## src/utf8_validating_decoder_assert.svh

```systemverilog
// Assertion macros shared by the decoder RTL; they expect clk and rst_n in scope.
`ifndef UTF8_VALIDATING_DECODER_ASSERT_SVH
`define UTF8_VALIDATING_DECODER_ASSERT_SVH

// Same-cycle implication, checked out of reset
`define UVD_ASSERT_NOW(lbl, ante, cons, msg) \
    lbl: assert property (@(posedge clk) disable iff (!rst_n) (ante) |-> (cons)) else $error(msg);

// Next-cycle implication, checked out of reset
`define UVD_ASSERT_NEXT(lbl, ante, cons, msg) \
    lbl: assert property (@(posedge clk) disable iff (!rst_n) (ante) |=> (cons)) else $error(msg);

`endif

```

## src/u8dec_pkg.sv

```systemverilog
// Package for the UTF-8 decoder: item types, constants and lead byte classification.
`default_nettype none

package u8dec_pkg;

    localparam int unsigned CP_W = 21;

    localparam logic [CP_W-1:0] REPL_CP   = 21'h00FFFD;
    localparam logic [CP_W-1:0] MIN_CP_2  = 21'h000080;
    localparam logic [CP_W-1:0] MIN_CP_3  = 21'h000800;
    localparam logic [CP_W-1:0] MIN_CP_4  = 21'h010000;
    localparam logic [CP_W-1:0] SURR_LO   = 21'h00D800;
    localparam logic [CP_W-1:0] SURR_HI   = 21'h00DFFF;
    localparam logic [CP_W-1:0] MAX_CP    = 21'h10FFFF;

    localparam logic [2:0] SEQ_LEN_2 = 3'd2;
    localparam logic [2:0] SEQ_LEN_3 = 3'd3;
    localparam logic [2:0] SEQ_LEN_4 = 3'd4;

    // Input item: one raw byte plus end-of-stream mark
    typedef struct packed {
        logic [7:0] data_byte;
        logic       stream_end;
    } byte_item_t;

    // Result item: one code point
    typedef struct packed {
        logic [CP_W-1:0] code_point;
        logic            replaced;
        logic            run_last;
    } cp_item_t;

    // Decoder sequence state
    typedef struct packed {
        logic [1:0] held_count;
        logic [2:0] seq_len;
    } seq_state_t;

    // What one byte does: holding buffer write, next state and result run
    typedef struct packed {
        logic            wr_en;
        logic [1:0]      wr_idx;
        seq_state_t      state_next;
        logic [2:0]      res_cnt;
        logic [CP_W-1:0] res_cp;
        logic            res_rep;
    } step_res_t;

    typedef enum logic [2:0] {
        LEAD_ASCII = 3'd0,
        LEAD_TWO   = 3'd1,
        LEAD_THREE = 3'd2,
        LEAD_FOUR  = 3'd3,
        LEAD_BAD   = 3'd4
    } lead_kind_t;

    // Classify a byte seen where a lead is expected
    function automatic lead_kind_t lead_kind(input logic [7:0] b);
        lead_kind_t k;
        priority if (b[7] == 1'b0)       k = LEAD_ASCII;
        else if (b[7:5] == 3'b110)       k = LEAD_TWO;
        else if (b[7:4] == 4'b1110)      k = LEAD_THREE;
        else if (b[7:3] == 5'b11110)     k = LEAD_FOUR;
        else                             k = LEAD_BAD;
        return k;
    endfunction

    // Expected sequence length for a multi-byte lead
    function automatic logic [2:0] lead_len(input lead_kind_t k);
        logic [2:0] len;
        unique case (k)
            LEAD_TWO:   len = SEQ_LEN_2;
            LEAD_THREE: len = SEQ_LEN_3;
            LEAD_FOUR:  len = SEQ_LEN_4;
            default:    len = 3'd0;
        endcase
        return len;
    endfunction

endpackage

`default_nettype wire

```

## src/u8dec_step.sv

```systemverilog
// Per-byte decode logic: given the held sequence and a new byte, the results and next state.
`default_nettype none

module u8dec_step (
    input  u8dec_pkg::byte_item_t item,
    input  u8dec_pkg::seq_state_t state,
    input  logic [7:0]            held0,
    input  logic [7:0]            held1,
    input  logic [7:0]            held2,
    output u8dec_pkg::step_res_t  res
);

    logic [7:0]                   b;
    logic                         is_cont;
    logic                         is_held;
    logic                         completes;
    logic [2:0]                   held_w;
    logic [u8dec_pkg::CP_W-1:0]   cp2;
    logic [u8dec_pkg::CP_W-1:0]   cp3;
    logic [u8dec_pkg::CP_W-1:0]   cp4;
    logic [u8dec_pkg::CP_W-1:0]   fin_cp;
    logic                         fin_bad;
    u8dec_pkg::lead_kind_t        kind;

    assign b         = item.data_byte;
    assign is_cont   = (b[7:6] == 2'b10);
    assign held_w    = {1'b0, state.held_count};
    assign is_held   = (state.held_count != 2'd0);
    assign completes = ((held_w + 3'd1) >= state.seq_len) || (state.held_count == 2'd3);
    assign kind      = u8dec_pkg::lead_kind(b);

    // Assemble the finished code point; the new byte is always the last one
    assign cp2 = {10'd0, held0[4:0], b[5:0]};
    assign cp3 = {5'd0, held0[3:0], held1[5:0], b[5:0]};
    assign cp4 = {held0[2:0], held1[5:0], held2[5:0], b[5:0]};

    // Range checks: overlong, surrogate, beyond the last plane
    always_comb
    begin
        unique case (state.seq_len)
            u8dec_pkg::SEQ_LEN_2:
            begin
                fin_cp  = cp2;
                fin_bad = (cp2 < u8dec_pkg::MIN_CP_2);
            end
            u8dec_pkg::SEQ_LEN_3:
            begin
                fin_cp  = cp3;
                fin_bad = (cp3 < u8dec_pkg::MIN_CP_3)
                       || ((cp3 >= u8dec_pkg::SURR_LO) && (cp3 <= u8dec_pkg::SURR_HI));
            end
            u8dec_pkg::SEQ_LEN_4:
            begin
                fin_cp  = cp4;
                fin_bad = (cp4 < u8dec_pkg::MIN_CP_4) || (cp4 > u8dec_pkg::MAX_CP);
            end
            default:
            begin
                fin_cp  = u8dec_pkg::REPL_CP;
                fin_bad = 1'b1;
            end
        endcase
    end

    // Results and state update; every result but the last is a replacement
    always_comb
    begin
        res.wr_en      = 1'b0;
        res.wr_idx     = state.held_count;
        res.state_next = state;
        res.res_cnt    = 3'd0;
        res.res_cp     = u8dec_pkg::REPL_CP;
        res.res_rep    = 1'b1;

        if (is_held && is_cont)
        begin
            if (completes)
            begin
                res.res_cnt    = 3'd1;
                res.res_cp     = fin_bad ? u8dec_pkg::REPL_CP : fin_cp;
                res.res_rep    = fin_bad;
                res.state_next = '0;
            end
            else
            begin
                res.wr_en                 = 1'b1;
                res.state_next.held_count = state.held_count + 2'd1;
                // truncated at end of stream: one replacement per held byte, this one included
                if (item.stream_end)
                begin
                    res.res_cnt    = held_w + 3'd1;
                    res.state_next = '0;
                end
            end
        end
        else
        begin
            // broken sequence flushes first, then the byte is a lead
            res.state_next = '0;
            unique case (kind)
                u8dec_pkg::LEAD_ASCII:
                begin
                    res.res_cnt = held_w + 3'd1;
                    res.res_cp  = {13'd0, b};
                    res.res_rep = 1'b0;
                end
                u8dec_pkg::LEAD_TWO,
                u8dec_pkg::LEAD_THREE,
                u8dec_pkg::LEAD_FOUR:
                begin
                    res.wr_en  = 1'b1;
                    res.wr_idx = 2'd0;
                    if (item.stream_end)
                    begin
                        res.res_cnt = held_w + 3'd1;
                    end
                    else
                    begin
                        res.res_cnt               = held_w;
                        res.state_next.held_count = 2'd1;
                        res.state_next.seq_len    = u8dec_pkg::lead_len(kind);
                    end
                end
                default:
                begin
                    res.res_cnt = held_w + 3'd1;
                end
            endcase
        end
    end

endmodule

`default_nettype wire

```

## src/utf8_validating_decoder.sv

```systemverilog
// Top level of the UTF-8 validating decoder: input register, sequence state, result run register.
//
//  Channel  | Ports                               | Item
//  ---------+-------------------------------------+---------------------------------------
//  bytes in | byte_valid, byte_stall, byte_item   | data_byte, stream_end
//  cps out  | cp_valid, cp_stall, cp_item         | code_point, replaced, run_last
//
// A byte is taken every cycle unless byte_stall is high and passes the input register, then
// the result register. A byte giving n code points (0 to 4) holds the single result register
// until all n leave, one leaving per cycle while cp_stall is low, so error bursts push back on
// the input. A byte giving no code point passes without waiting for the result register.
// Reset clears the input and result valids and the sequence state; held bytes need none.
`default_nettype none

module utf8_validating_decoder (
    input  logic                  clk,
    input  logic                  rst_n,
    input  logic                  byte_valid,
    output logic                  byte_stall,
    input  u8dec_pkg::byte_item_t byte_item,
    output logic                  cp_valid,
    input  logic                  cp_stall,
    output u8dec_pkg::cp_item_t   cp_item
);

`include "utf8_validating_decoder_assert.svh"

    logic                         in_valid_reg;
    u8dec_pkg::byte_item_t        in_item_reg;
    u8dec_pkg::seq_state_t        state_reg;
    logic [7:0]                   held_bytes_reg [0:2];
    logic                         res_valid_reg;
    logic [2:0]                   res_left_reg;
    logic [u8dec_pkg::CP_W-1:0]   res_cp_reg;
    logic                         res_rep_reg;

    u8dec_pkg::step_res_t         step;
    logic                         out_take;
    logic                         res_free;
    logic                         adv;
    logic                         byte_take;
    logic                         res_load;
    logic                         on_last;

    // Decode of the registered byte
    u8dec_step u_step (
        .item  (in_item_reg),
        .state (state_reg),
        .held0 (held_bytes_reg[0]),
        .held1 (held_bytes_reg[1]),
        .held2 (held_bytes_reg[2]),
        .res   (step)
    );

    // Handshake glue
    assign out_take   = res_valid_reg && !cp_stall;
    assign on_last    = (res_left_reg == 3'd1);
    assign res_free   = !res_valid_reg || (out_take && on_last);
    assign adv        = in_valid_reg && (res_free || (step.res_cnt == 3'd0));
    assign res_load   = adv && (step.res_cnt != 3'd0);
    assign byte_stall = in_valid_reg && !adv;
    assign byte_take  = byte_valid && !byte_stall;

    // Input register
    always_ff @(posedge clk or negedge rst_n)
    begin
        if (!rst_n)
        begin
            in_valid_reg <= 1'b0;
        end
        else if (!byte_stall)
        begin
            in_valid_reg <= byte_valid;
        end
    end

    always_ff @(posedge clk)
    begin
        if (byte_take)
        begin
            in_item_reg <= byte_item;
        end
    end

    // Sequence state
    always_ff @(posedge clk or negedge rst_n)
    begin
        if (!rst_n)
        begin
            state_reg <= '0;
        end
        else if (adv)
        begin
            state_reg <= step.state_next;
        end
    end

    // Held lead and continuation bytes
    always_ff @(posedge clk)
    begin
        if (adv && step.wr_en)
        begin
            held_bytes_reg[step.wr_idx] <= in_item_reg.data_byte;
        end
    end

    // Result run: count of code points still to deliver
    always_ff @(posedge clk or negedge rst_n)
    begin
        if (!rst_n)
        begin
            res_valid_reg <= 1'b0;
            res_left_reg  <= 3'd0;
        end
        else if (res_load)
        begin
            res_valid_reg <= 1'b1;
            res_left_reg  <= step.res_cnt;
        end
        else if (out_take)
        begin
            res_valid_reg <= !on_last;
            res_left_reg  <= res_left_reg - 3'd1;
        end
    end

    always_ff @(posedge clk)
    begin
        if (res_load)
        begin
            res_cp_reg  <= step.res_cp;
            res_rep_reg <= step.res_rep;
        end
    end

    // Output: leading results of a run are replacements
    assign cp_valid           = res_valid_reg;
    assign cp_item.run_last   = on_last;
    assign cp_item.code_point = on_last ? res_cp_reg : u8dec_pkg::REPL_CP;
    assign cp_item.replaced   = on_last ? res_rep_reg : 1'b1;

    // Checks
    `UVD_ASSERT_NOW(a_state_consistent, 1'b1, ((state_reg.held_count == 2'd0) == (state_reg.seq_len == 3'd0)) && ((state_reg.held_count == 2'd0) || ({1'b0, state_reg.held_count} < state_reg.seq_len)), "held count and sequence length disagree")
    `UVD_ASSERT_NOW(a_stall_cause, byte_stall, in_valid_reg && res_valid_reg, "input stalled with no pending results")
    `UVD_ASSERT_NEXT(a_run_continues, out_take && !on_last, res_valid_reg, "result run ended early")
    `UVD_ASSERT_NOW(a_run_length, res_valid_reg, (res_left_reg != 3'd0) && (res_left_reg <= 3'd4), "bad result run length")

endmodule

`default_nettype wire
```

## config.mk

```make
export PLATFORM = sky130hd
export DESIGN_NAME = utf8_validating_decoder
export DESIGN_NICKNAME = d
export VERILOG_FILES = /design/src/u8dec_pkg.sv /design/src/u8dec_step.sv /design/src/utf8_validating_decoder.sv
export VERILOG_INCLUDE_DIRS = /design/src /design/src/src
export SDC_FILE = /design/constraint.sdc
export NUM_CORES = 1
export LEC_CHECK = 0
export BUFFER_PORTS_ARGS = -buffer_cell sky130_fd_sc_hd__buf_2
export CORE_UTILIZATION = 61
export DETAILED_ROUTE_END_ITERATION = 8
export GPL_TIMING_DRIVEN = 1
export HOLD_SLACK_MARGIN = 0.15
export PLACE_DENSITY = 0.95
export RECOVER_POWER = 100
export SLEW_MARGIN = 20
export SYNTH_ARGS = -nofsm -noshare
export SYNTH_HDL_FRONTEND = slang
export SYNTH_SLANG_ARGS = --single-unit
```

## constraint.sdc

```tcl
create_clock -name clk -period 6.7 [get_ports clk]
set_clock_uncertainty 0.2 [all_clocks]
set_input_delay 1.005 -clock clk [delete_from_list [all_inputs] [get_ports clk]]
set_output_delay 1.005 -clock clk [all_outputs]
set_load 0.05 [all_outputs]
```

==> results of run 1 <==
## cell usage after synthesis (2+ instances only)
master | count | area (um^2)
nor2b_1 | 2 | 12.5
nor2_1 | 12 | 45.0
a31oi_1 | 2 | 12.5
o2bb2ai_1 | 3 | 26.3
ha_1 | 9 | 113
o22ai_1 | 4 | 25.0
a22oi_1 | 4 | 30.0
mux2i_1 | 4 | 40.0
a21boi_1 | 5 | 37.5
o21ai_1 | 5 | 25.0
nor4_1 | 4 | 25.0
and2_1 | 15 | 93.8
and3_1 | 2 | 12.5
inv_1 | 12 | 45.0
a21oi_1 | 16 | 80.1
clkbuf_1 | 4 | 15.0
edfxtp_1 | 48 | 1440
nand2b_1 | 28 | 175
nand2_1 | 10 | 37.5
nor3_1 | 3 | 15.0
dfrtp_1 | 10 | 250
nand3b_1 | 3 | 22.5
## cells in the final DEF (no fill, tap or decap), types with 2 or more instances in the layout
cell type | netlist | final
a21boi_0 | 0 | 5
a21oi_1 | 16 | 16
a221oi_1 | 1 | 2
a22oi_1 | 4 | 4
a31oi_1 | 2 | 2
and2_0 | 0 | 5
and2_1 | 15 | 10
and3_1 | 2 | 2
buf_2 | 1 | 11
bufinv_16 | 0 | 2
clkbuf_1 | 4 | 30
clkbuf_8 | 0 | 10
dfrtp_1 | 10 | 10
edfxtp_1 | 48 | 48
ha_1 | 9 | 9
inv_1 | 12 | 12
mux2i_1 | 4 | 4
nand2_1 | 10 | 10
nand2b_1 | 28 | 28
nand3b_1 | 3 | 3
nor2_1 | 12 | 12
nor2b_1 | 2 | 2
nor3_1 | 3 | 4
nor4_1 | 4 | 4
o211ai_1 | 1 | 2
o21ai_0 | 1 | 4
o21ai_1 | 5 | 2
o22ai_1 | 4 | 4
o2bb2ai_1 | 3 | 3
## final timing paths
check / endpoint / slack (ps) / cells after the start
setup / recovery: byte_stall / 2180 / 10
hold / removal: held_bytes_reg[2][2] / 310 / 0
setup reg to reg: held_bytes_reg[2][0] / 2480 / 8
hold reg to reg: held_bytes_reg[2][2] / 310 / 0
max in group asynchronous: state_reg[0] / 5510 / 1
min in group asynchronous: state_reg[3] / 430 / 1
## area by class of cell
| class | count | area, um^2 | area share |
|---|---|---|---|
| sequential | 58 | 1690 | 0.526 |
| multi-input combinational | 157 | 1040 | 0.324 |
| timing repair buffer | 38 | 156 | 0.0487 |
| clock buffer | 13 | 149 | 0.0463 |
| clock inverter | 3 | 65.1 | 0.0202 |
| tap | 52 | 65.1 | 0.0202 |
| inverter | 12 | 45.0 | 0.0140 |
## per-layer routing
metal / wire [um] / up-vias / GRT usage
met2: 2860 / 103 / 0.411
met1: 2260 / 946 / 0.283
li1: - / 941 / -
met3: 365 / 20 / 0.0577
met5: 0 / - / 0
met4: 193 / 0 / 0.181
## cells by family after synthesis
kind of cell / Yosys count
AO/OA/AOI/OAI: 53
XOR/XNOR: 2
adder cells (fa/ha/maj): 9
buffers and inverters: 19
flip-flops: 58
multiplexers: 5
AND/OR/NAND/NOR: 88
## power by group
part	leakage, nW	switching (mW)	internal (mW)	total [mW]
Combinational	0.479	0.553	0.169	0.722
Sequential	0.573	0.0637	0.517	0.581
Clock	0.108	0.128	0.219	0.348
Total	1.16	0.745	0.905	1.65
## through the flow
step / power, mW / cells / util
after floorplan: 1.18 / 234 / -
after global placement: 1.32 / 317 / 0.694
after detailed placement: 1.34 / 317 / 0.694
after CTS: 1.70 / 333 / 0.742
after global routing: 1.73 / 333 / 0.723
final: 1.65 / 333 / 0.723
## critical path, cell delays in order (launching register included)
cell	delay [ps]
dfrtp_1	460
inv_1	130
ha_1	390
ha_1	220
a211oi_1	330
o211ai_1	140
a221oi_1	470
and3_1	310
nor2_1	80
and2_1	170
clkbuf_1	280
==> metrics.txt, run 1 <==
# TYPE chip_impl_metric gauge
chip_impl_info{name="run_status",value="complete, but fails checks"} 1
chip_impl_info{name="violated_checks",value="design-rule violations"} 1
chip_impl_metric{name="row_count",unit=""} 24
chip_impl_metric{name="hold_buffers",unit=""} 0
chip_impl_metric{name="num-nets-final",unit=""} 298
chip_impl_metric{name="cts_max_path_buffers",unit=""} 2
chip_impl_metric{name="grt.total_usage",unit=""} 0.248
chip_impl_metric{name="tritoncts_buffers",unit=""} 9
chip_impl_metric{name="max_slew.worst_pin.slew",unit="ps"} 1210
chip_impl_metric{name="floorplan.core_area",unit="um^2"} 4440
chip_impl_metric{name="yosys_warnings",unit=""} 0
chip_impl_metric{name="postRouteWirelength",unit="um"} 5670
chip_impl_metric{name="synthXorXnorAreaFrac",unit=""} 0.00612
chip_impl_metric{name="post-place-ws",unit="ps"} 2720
chip_impl_metric{name="via_count",unit=""} 2010
chip_impl_info{name="tritoncts",value="done"} 1
chip_impl_metric{name="clkTransAtPathRegs",unit="ps"} 60
chip_impl_metric{name="grt_antenna_before_repair",unit=""} 0
chip_impl_metric{name="initial_utilization",unit=""} 0.644
chip_impl_metric{name="async_reset_ff_frac",unit=""} 0.172
chip_impl_info{name="holdCritStartpoint",value="in_item_reg[3]"} 1
chip_impl_metric{name="worstPathMaxFanout",unit=""} 8
chip_impl_metric{name="synth_enable_flop_cells",unit=""} 48
chip_impl_metric{name="cts-htree-levels",unit=""} 3
chip_impl_metric{name="fp.dieH",unit="um"} 70.5
chip_impl_info{name="synth_top_family_by_area",value="simple AND/OR/NAND/NOR gates"} 1
chip_impl_metric{name="final_antenna_net_count",unit=""} 0
chip_impl_metric{name="grt_max_degree",unit=""} 24
chip_impl_info{name="timing.hold.worst.class",value="reg -> reg"} 1
chip_impl_metric{name="cts_num_sinks",unit=""} 58
chip_impl_metric{name="static_leakage",unit="nW"} 1.16
chip_impl_metric{name="synthAdderAreaFrac",unit=""} 0.0393
chip_impl_info{name="ys.flop_type",value="edfxtp_1"} 1
chip_impl_info{name="worst_r2r_startpoint",value="state_reg[3]"} 1
chip_impl_metric{name="syn_area_per_cell",unit="um^2"} 12.2
chip_impl_metric{name="synth_cell_types",unit=""} 51
chip_impl_metric{name="clock_latency",unit="ps"} 330
chip_impl_metric{name="first_iter_violations",unit=""} 164
chip_impl_info{name="worst_setup_path_startpoint",value="state_reg[3]"} 1
chip_impl_metric{name="max-slew-margin-rel",unit=""} 0.196
chip_impl_metric{name="simple_gate_share_of_the_synthesized_area",unit=""} 0.178
chip_impl_info{name="cp-start-kind",value="register"} 1
chip_impl_metric{name="vias_per_cell",unit=""} 6.04
chip_impl_metric{name="place_area",unit="um^2"} 3080
chip_impl_metric{name="antenna_diode_instance_count",unit=""} 0
chip_impl_metric{name="post_route_cells_drive_above_1_share",unit=""} 0.0996
chip_impl_metric{name="synthesis.instances",unit=""} 234
chip_impl_metric{name="worst-endpoint-required",unit="ps"} 5490
chip_impl_metric{name="timing.max_cap.violations",unit=""} 0
chip_impl_metric{name="final.fill_count",unit=""} 310
chip_impl_metric{name="worst_ir_drop_vdd",unit="mV"} 0.450
chip_impl_metric{name="number_of_optimization_iterations_in_the_first_detailed_route_pass",unit=""} 7
chip_impl_metric{name="finalMaxSlewViolations",unit=""} 0
chip_impl_metric{name="final_hold_viol_count",unit=""} 0
chip_impl_metric{name="avgRoutedWirePerCell",unit="um"} 17.0
chip_impl_metric{name="period_minus_slack",unit="ps"} 4520
chip_impl_metric{name="chipWidth",unit="um"} 70.5
chip_impl_metric{name="mappedNetlistArea",unit="um^2"} 2860
chip_impl_metric{name="detailed_place_hpwl",unit="um"} 3690
chip_impl_metric{name="die_area",unit="um^2"} 4970
chip_impl_metric{name="via_count_of_the_first_global_routing_pass",unit=""} 1902
chip_impl_metric{name="ys_seq_area_frac",unit=""} 0.591
chip_impl_metric{name="grt_remaining_overflow",unit=""} 0
chip_impl_metric{name="timing.final.setup_violations",unit=""} 0
chip_impl_metric{name="post-route-period-util",unit=""} 0.675
chip_impl_metric{name="fin_hold_ws",unit="ps"} 310
chip_impl_metric{name="port_buffers",unit=""} 37
chip_impl_metric{name="area_growth_syn_to_layout",unit="%"} 12.2
chip_impl_metric{name="cts_resized",unit=""} 0
chip_impl_metric{name="top_level_ports",unit=""} 38
chip_impl_info{name="rsz_0062_raised_after_global_routing",value="no"} 1
chip_impl_info{name="cts_root_buf",value="clkbuf_8"} 1
chip_impl_metric{name="power.density",unit="nW/um^2"} 513
chip_impl_metric{name="grt_pass1_wl",unit="um"} 8850
chip_impl_metric{name="post_synth_mux_area_share",unit=""} 0.0179
chip_impl_metric{name="gp_routability_congestion",unit=""} 0.989
chip_impl_metric{name="largest_register_ff_count",unit=""} 21
chip_impl_info{name="critical_path_sink_type",value="primary output"} 1
chip_impl_metric{name="synth-seq-cells",unit=""} 58
chip_impl_metric{name="fmaxAchievable",unit="GHz"} 0.221
chip_impl_metric{name="drc",unit=""} 7
chip_impl_info{name="path_class",value="reg -> out"} 1
chip_impl_metric{name="layout.cell_area.non_filler",unit="um^2"} 3210
chip_impl_metric{name="cts_setup_buffers",unit=""} 0
chip_impl_metric{name="syn-num-nets",unit=""} 256
chip_impl_metric{name="synth_compound_area_frac",unit=""} 0.138
chip_impl_metric{name="timing.critical_path.arrival",unit="ps"} 3320
chip_impl_metric{name="fin_ws",unit="ps"} 2180
chip_impl_metric{name="finalSetupTns",unit="ps"} 0
Power figures use the tool's default switching activity.
==> inputs of run 2 (changes only) <==
- ABC_AREA: unset -> 1
- CORE_UTILIZATION: 61 -> 57
- PLACE_DENSITY: 0.95 -> 0.9
- clock period: 6.7 -> 4.4 ns (I/O delays scaled with it)
==> run 2 against run 1 <==
- the run now ends clean
- cell area grew 4.4%
- global-route usage is 2.7 points lower
- total power up 39%
- critical path depth is 3 higher
- worst setup slack worse by 1600 ps
- utilization shrank 3.6 points
- hold slack worse by 3.1 ps
- via count is 7.6% higher
- combinational power rose by 29%
- clock power rose by 45%
- largest power group unchanged
==> metrics.txt, run 2 <==
# TYPE chip_impl_metric gauge
chip_impl_metric{name="via_count",unit=""} 2162
chip_impl_metric{name="top_level_ports",unit=""} 38
chip_impl_info{name="regToRegEndpoint",value="res_cp_reg[7]"} 1
chip_impl_info{name="cts_root_buf",value="clkbuf_8"} 1
chip_impl_metric{name="finalMaxSlewViolations",unit=""} 0
chip_impl_metric{name="row_count",unit=""} 25
chip_impl_info{name="rsz_0062_raised_after_global_routing",value="no"} 1
chip_impl_metric{name="worst-r2r-cell-count",unit=""} 13
chip_impl_info{name="run_status",value="completed"} 1
chip_impl_metric{name="postRouteWirelength",unit="um"} 5390
chip_impl_info{name="holdCritStartpoint",value="byte_item[5]"} 1
chip_impl_info{name="timing.hold.worst.class",value="in -> reg"} 1
chip_impl_metric{name="num-nets-final",unit=""} 374
chip_impl_metric{name="sequentialPowerShare",unit=""} 0.374
chip_impl_metric{name="cts_max_path_buffers",unit=""} 2
chip_impl_metric{name="fmaxAchievable",unit="GHz"} 0.263
chip_impl_metric{name="timing.max_cap.violations",unit=""} 0
chip_impl_metric{name="syn_area_per_cell",unit="um^2"} 9.56
chip_impl_metric{name="switching_power",unit="uW"} 983
chip_impl_metric{name="max-slew-margin-rel",unit=""} 0.487
chip_impl_metric{name="number_of_optimization_iterations_in_the_first_detailed_route_pass",unit=""} 7
chip_impl_metric{name="floorplan.core_area",unit="um^2"} 4880
chip_impl_metric{name="post_route_cells_drive_above_1_share",unit=""} 0.157
chip_impl_metric{name="gp_routability_congestion",unit=""} 0.954
chip_impl_metric{name="die_area",unit="um^2"} 5510
chip_impl_metric{name="via_count_of_the_first_global_routing_pass",unit=""} 1877
chip_impl_metric{name="post-route-period-util",unit=""} 0.864
chip_impl_metric{name="final.fill_count",unit=""} 395
chip_impl_metric{name="area_growth_syn_to_layout",unit="%"} 12.8
chip_impl_metric{name="grt_antenna_before_repair",unit=""} 0
chip_impl_info{name="synth_area_leader_cell",value="edfxtp_1"} 1
chip_impl_metric{name="synth_cell_types",unit=""} 33
chip_impl_metric{name="static_leakage",unit="nW"} 1.41
chip_impl_metric{name="avgRoutedWirePerCell",unit="um"} 12.7
chip_impl_metric{name="grt_pass1_wl",unit="um"} 8690
chip_impl_metric{name="syn-num-nets",unit=""} 333
chip_impl_metric{name="fraction_of_power_consumed_by_combinational_cells",unit=""} 0.406
chip_impl_metric{name="vias_per_cell",unit=""} 5.10
chip_impl_metric{name="initial_utilization",unit=""} 0.609
chip_impl_metric{name="cts_num_sinks",unit=""} 58
chip_impl_metric{name="grt_remaining_overflow",unit=""} 0
chip_impl_metric{name="yosys_warnings",unit=""} 0
chip_impl_metric{name="largest_register_ff_count",unit=""} 21
chip_impl_metric{name="ys_seq_area_frac",unit=""} 0.569
chip_impl_info{name="top_count_cell_post_synth",value="nand2_1"} 1
chip_impl_metric{name="clock_power_share",unit=""} 0.220
chip_impl_metric{name="worst_ir_drop_vdd",unit="mV"} 0.300
chip_impl_metric{name="final_hold_viol_count",unit=""} 0
chip_impl_info{name="path_class",value="reg -> out"} 1
chip_impl_metric{name="clkTransAtPathRegs",unit="ps"} 60
chip_impl_metric{name="hold_buffers",unit=""} 1
chip_impl_metric{name="worst-endpoint-required",unit="ps"} 3540
chip_impl_metric{name="finalSetupTns",unit="ps"} 0
chip_impl_metric{name="power.share.switching",unit=""} 0.428
chip_impl_metric{name="max_slew.worst_pin.slew",unit="ps"} 769
chip_impl_metric{name="clock_latency",unit="ps"} 320
chip_impl_metric{name="worstPathMaxFanout",unit=""} 7
chip_impl_info{name="layout.cells.most_common_list",value="nand2_1, edfxtp_1, inv_1"} 1
chip_impl_metric{name="synth_enable_flop_cells",unit=""} 48
chip_impl_metric{name="cts-htree-levels",unit=""} 3
chip_impl_metric{name="tritoncts_buffers",unit=""} 9
chip_impl_info{name="tritoncts",value="done"} 1
chip_impl_metric{name="cts_setup_buffers",unit=""} 0
chip_impl_metric{name="grt_max_degree",unit=""} 24
chip_impl_metric{name="async_reset_ff_frac",unit=""} 0.172
chip_impl_metric{name="antenna_diode_instance_count",unit=""} 0
chip_impl_metric{name="synth-seq-cells",unit=""} 58
chip_impl_metric{name="first_iter_violations",unit=""} 193
chip_impl_metric{name="detailed_place_hpwl",unit="um"} 4040
chip_impl_metric{name="fp.dieH",unit="um"} 74.2
chip_impl_info{name="ys.flop_type",value="edfxtp_1"} 1
chip_impl_info{name="hold_worst_path_end",value="in_item_reg[5]"} 1
chip_impl_metric{name="final_antenna_net_count",unit=""} 0
chip_impl_info{name="worst_r2r_startpoint",value="state_reg[3]"} 1
chip_impl_info{name="synthTopCellsByCount",value="nand2_1, edfxtp_1, inv_1"} 1
chip_impl_info{name="netlist_top_cells_area",value="edfxtp_1, nand2_1, dfrtp_1, inv_1, ha_1"} 1
chip_impl_metric{name="power.internal",unit="mW"} 1.32
chip_impl_metric{name="timing.final.setup_violations",unit=""} 0
chip_impl_metric{name="cts_resized",unit=""} 0
chip_impl_metric{name="r2r_slack",unit="ps"} 1080
chip_impl_info{name="critical_path_sink_type",value="primary output"} 1
chip_impl_metric{name="mappedNetlistArea",unit="um^2"} 2970
chip_impl_metric{name="timing.critical_path.arrival",unit="ps"} 2940
chip_impl_info{name="most_common_cell_after_layout_fill_and_taps_aside",value="nand2_1"} 1
chip_impl_metric{name="post_place_cells",unit=""} 407
chip_impl_info{name="cp-start-kind",value="register"} 1
chip_impl_metric{name="worstHoldPathCells",unit=""} 1
chip_impl_metric{name="grt.total_usage",unit=""} 0.221
chip_impl_metric{name="drc",unit=""} 0
chip_impl_metric{name="chipWidth",unit="um"} 74.2
chip_impl_metric{name="period_minus_slack",unit="ps"} 3800
chip_impl_metric{name="synth.top_cell.area_share",unit=""} 0.485
chip_impl_metric{name="synthesis.instances",unit=""} 311
chip_impl_metric{name="port_buffers",unit=""} 37
chip_impl_metric{name="power.density",unit="nW/um^2"} 685
chip_impl_metric{name="finish.cell_count_without_fillers",unit=""} 424
## run 2: changes by cell type after synthesis, moves of 7 or more
cell / before / now
nand2b_1: 28 / 0
or2_2: 1 / 16
a21oi_1: 16 / 2
nand3_1: 1 / 19
inv_2: 0 / 7
nand2_1: 10 / 69
nor2_1: 12 / 24
and2_1: 15 / 0
o21ai_0: 1 / 9
inv_1: 12 / 41
## run 2: worst max-delay path by stage
stage,cells after the start,startpoint,end
6_report,13,state_reg[3],byte_stall
4_1_cts,13,state_reg[3],byte_stall
3_3_place_gp,13,state_reg[3],byte_stall
3_5_place_dp,13,state_reg[3],byte_stall
5_1_grt,13,state_reg[3],byte_stall
2_1_floorplan,12,state_reg[3],byte_stall
## run 2: cell families after synthesis
group	after synthesis	share of synthesized area
AO/OA/AOI/OAI	29	0.0631
XOR/XNOR	1	0.00295
adder cells (fa/ha/maj)	9	0.0379
buffers and inverters	57	0.0766
flip-flops	58	0.569
AND/OR/NAND/NOR	157	0.251
## run 2: metrics by stage
step / total power, mW / hold slack (ps) / instance area, um^2 / setup WS (ps) / utilization
2_1_floorplan: 1.65 / 164 / 2970 / 1390 / -
3_3_place_gp: 1.82 / 293 / 3200 / 1280 / 0.656
3_5_place_dp: 1.84 / 295 / 3200 / 1210 / 0.656
4_1_cts: 2.36 / 292 / 3420 / 827 / 0.700
5_1_grt: 2.46 / 284 / 3360 / 386 / 0.688
6_report: 2.30 / 307 / 3360 / 598 / 0.688
## run 2: layout make-up
| class | count | area (um^2) | share of cell area |
|---|---|---|---|
| clock buffers | 9 | 124 | 0.0369 |
| clock inverters | 7 | 83.8 | 0.0250 |
| inverters | 49 | 184 | 0.0548 |
| multi-input cells | 196 | 1030 | 0.306 |
| flip-flops and latches | 58 | 1690 | 0.504 |
| well taps | 67 | 83.8 | 0.0250 |
| repair buffers | 38 | 163 | 0.0485 |
## run 2: power groups by stage
stage	Combinational, mW	Sequential, mW	Clock [mW]
after floorplan	0.803	0.848	0
after global placement	0.951	0.867	0
after detailed placement	0.971	0.873	0
after CTS	0.978	0.862	0.515
after global routing	1.04	0.875	0.541
final	0.934	0.859	0.506
## run 2: layer usage
metal / up-vias / wire (um) / global-route usage
met1: 944 / 2510 / 0.301
met3: 6 / 401 / 0.0501
met5: - / 0 / 0
met4: 0 / 60 / 0.103
met2: 104 / 2420 / 0.339
li1: 1108 / - / -
## run 2: critical path, cell delays in order (launching register included)
cell      delay, ps
dfrtp_1         420
inv_1           150
ha_1            370
ha_1            330
nand2_1          50
nor2_1           80
nor2_1           40
nand4_1          60
nand2_1          50
nand2_1         140
o21bai_4        120
or2_0           250
inv_1            70
clkbuf_1        450
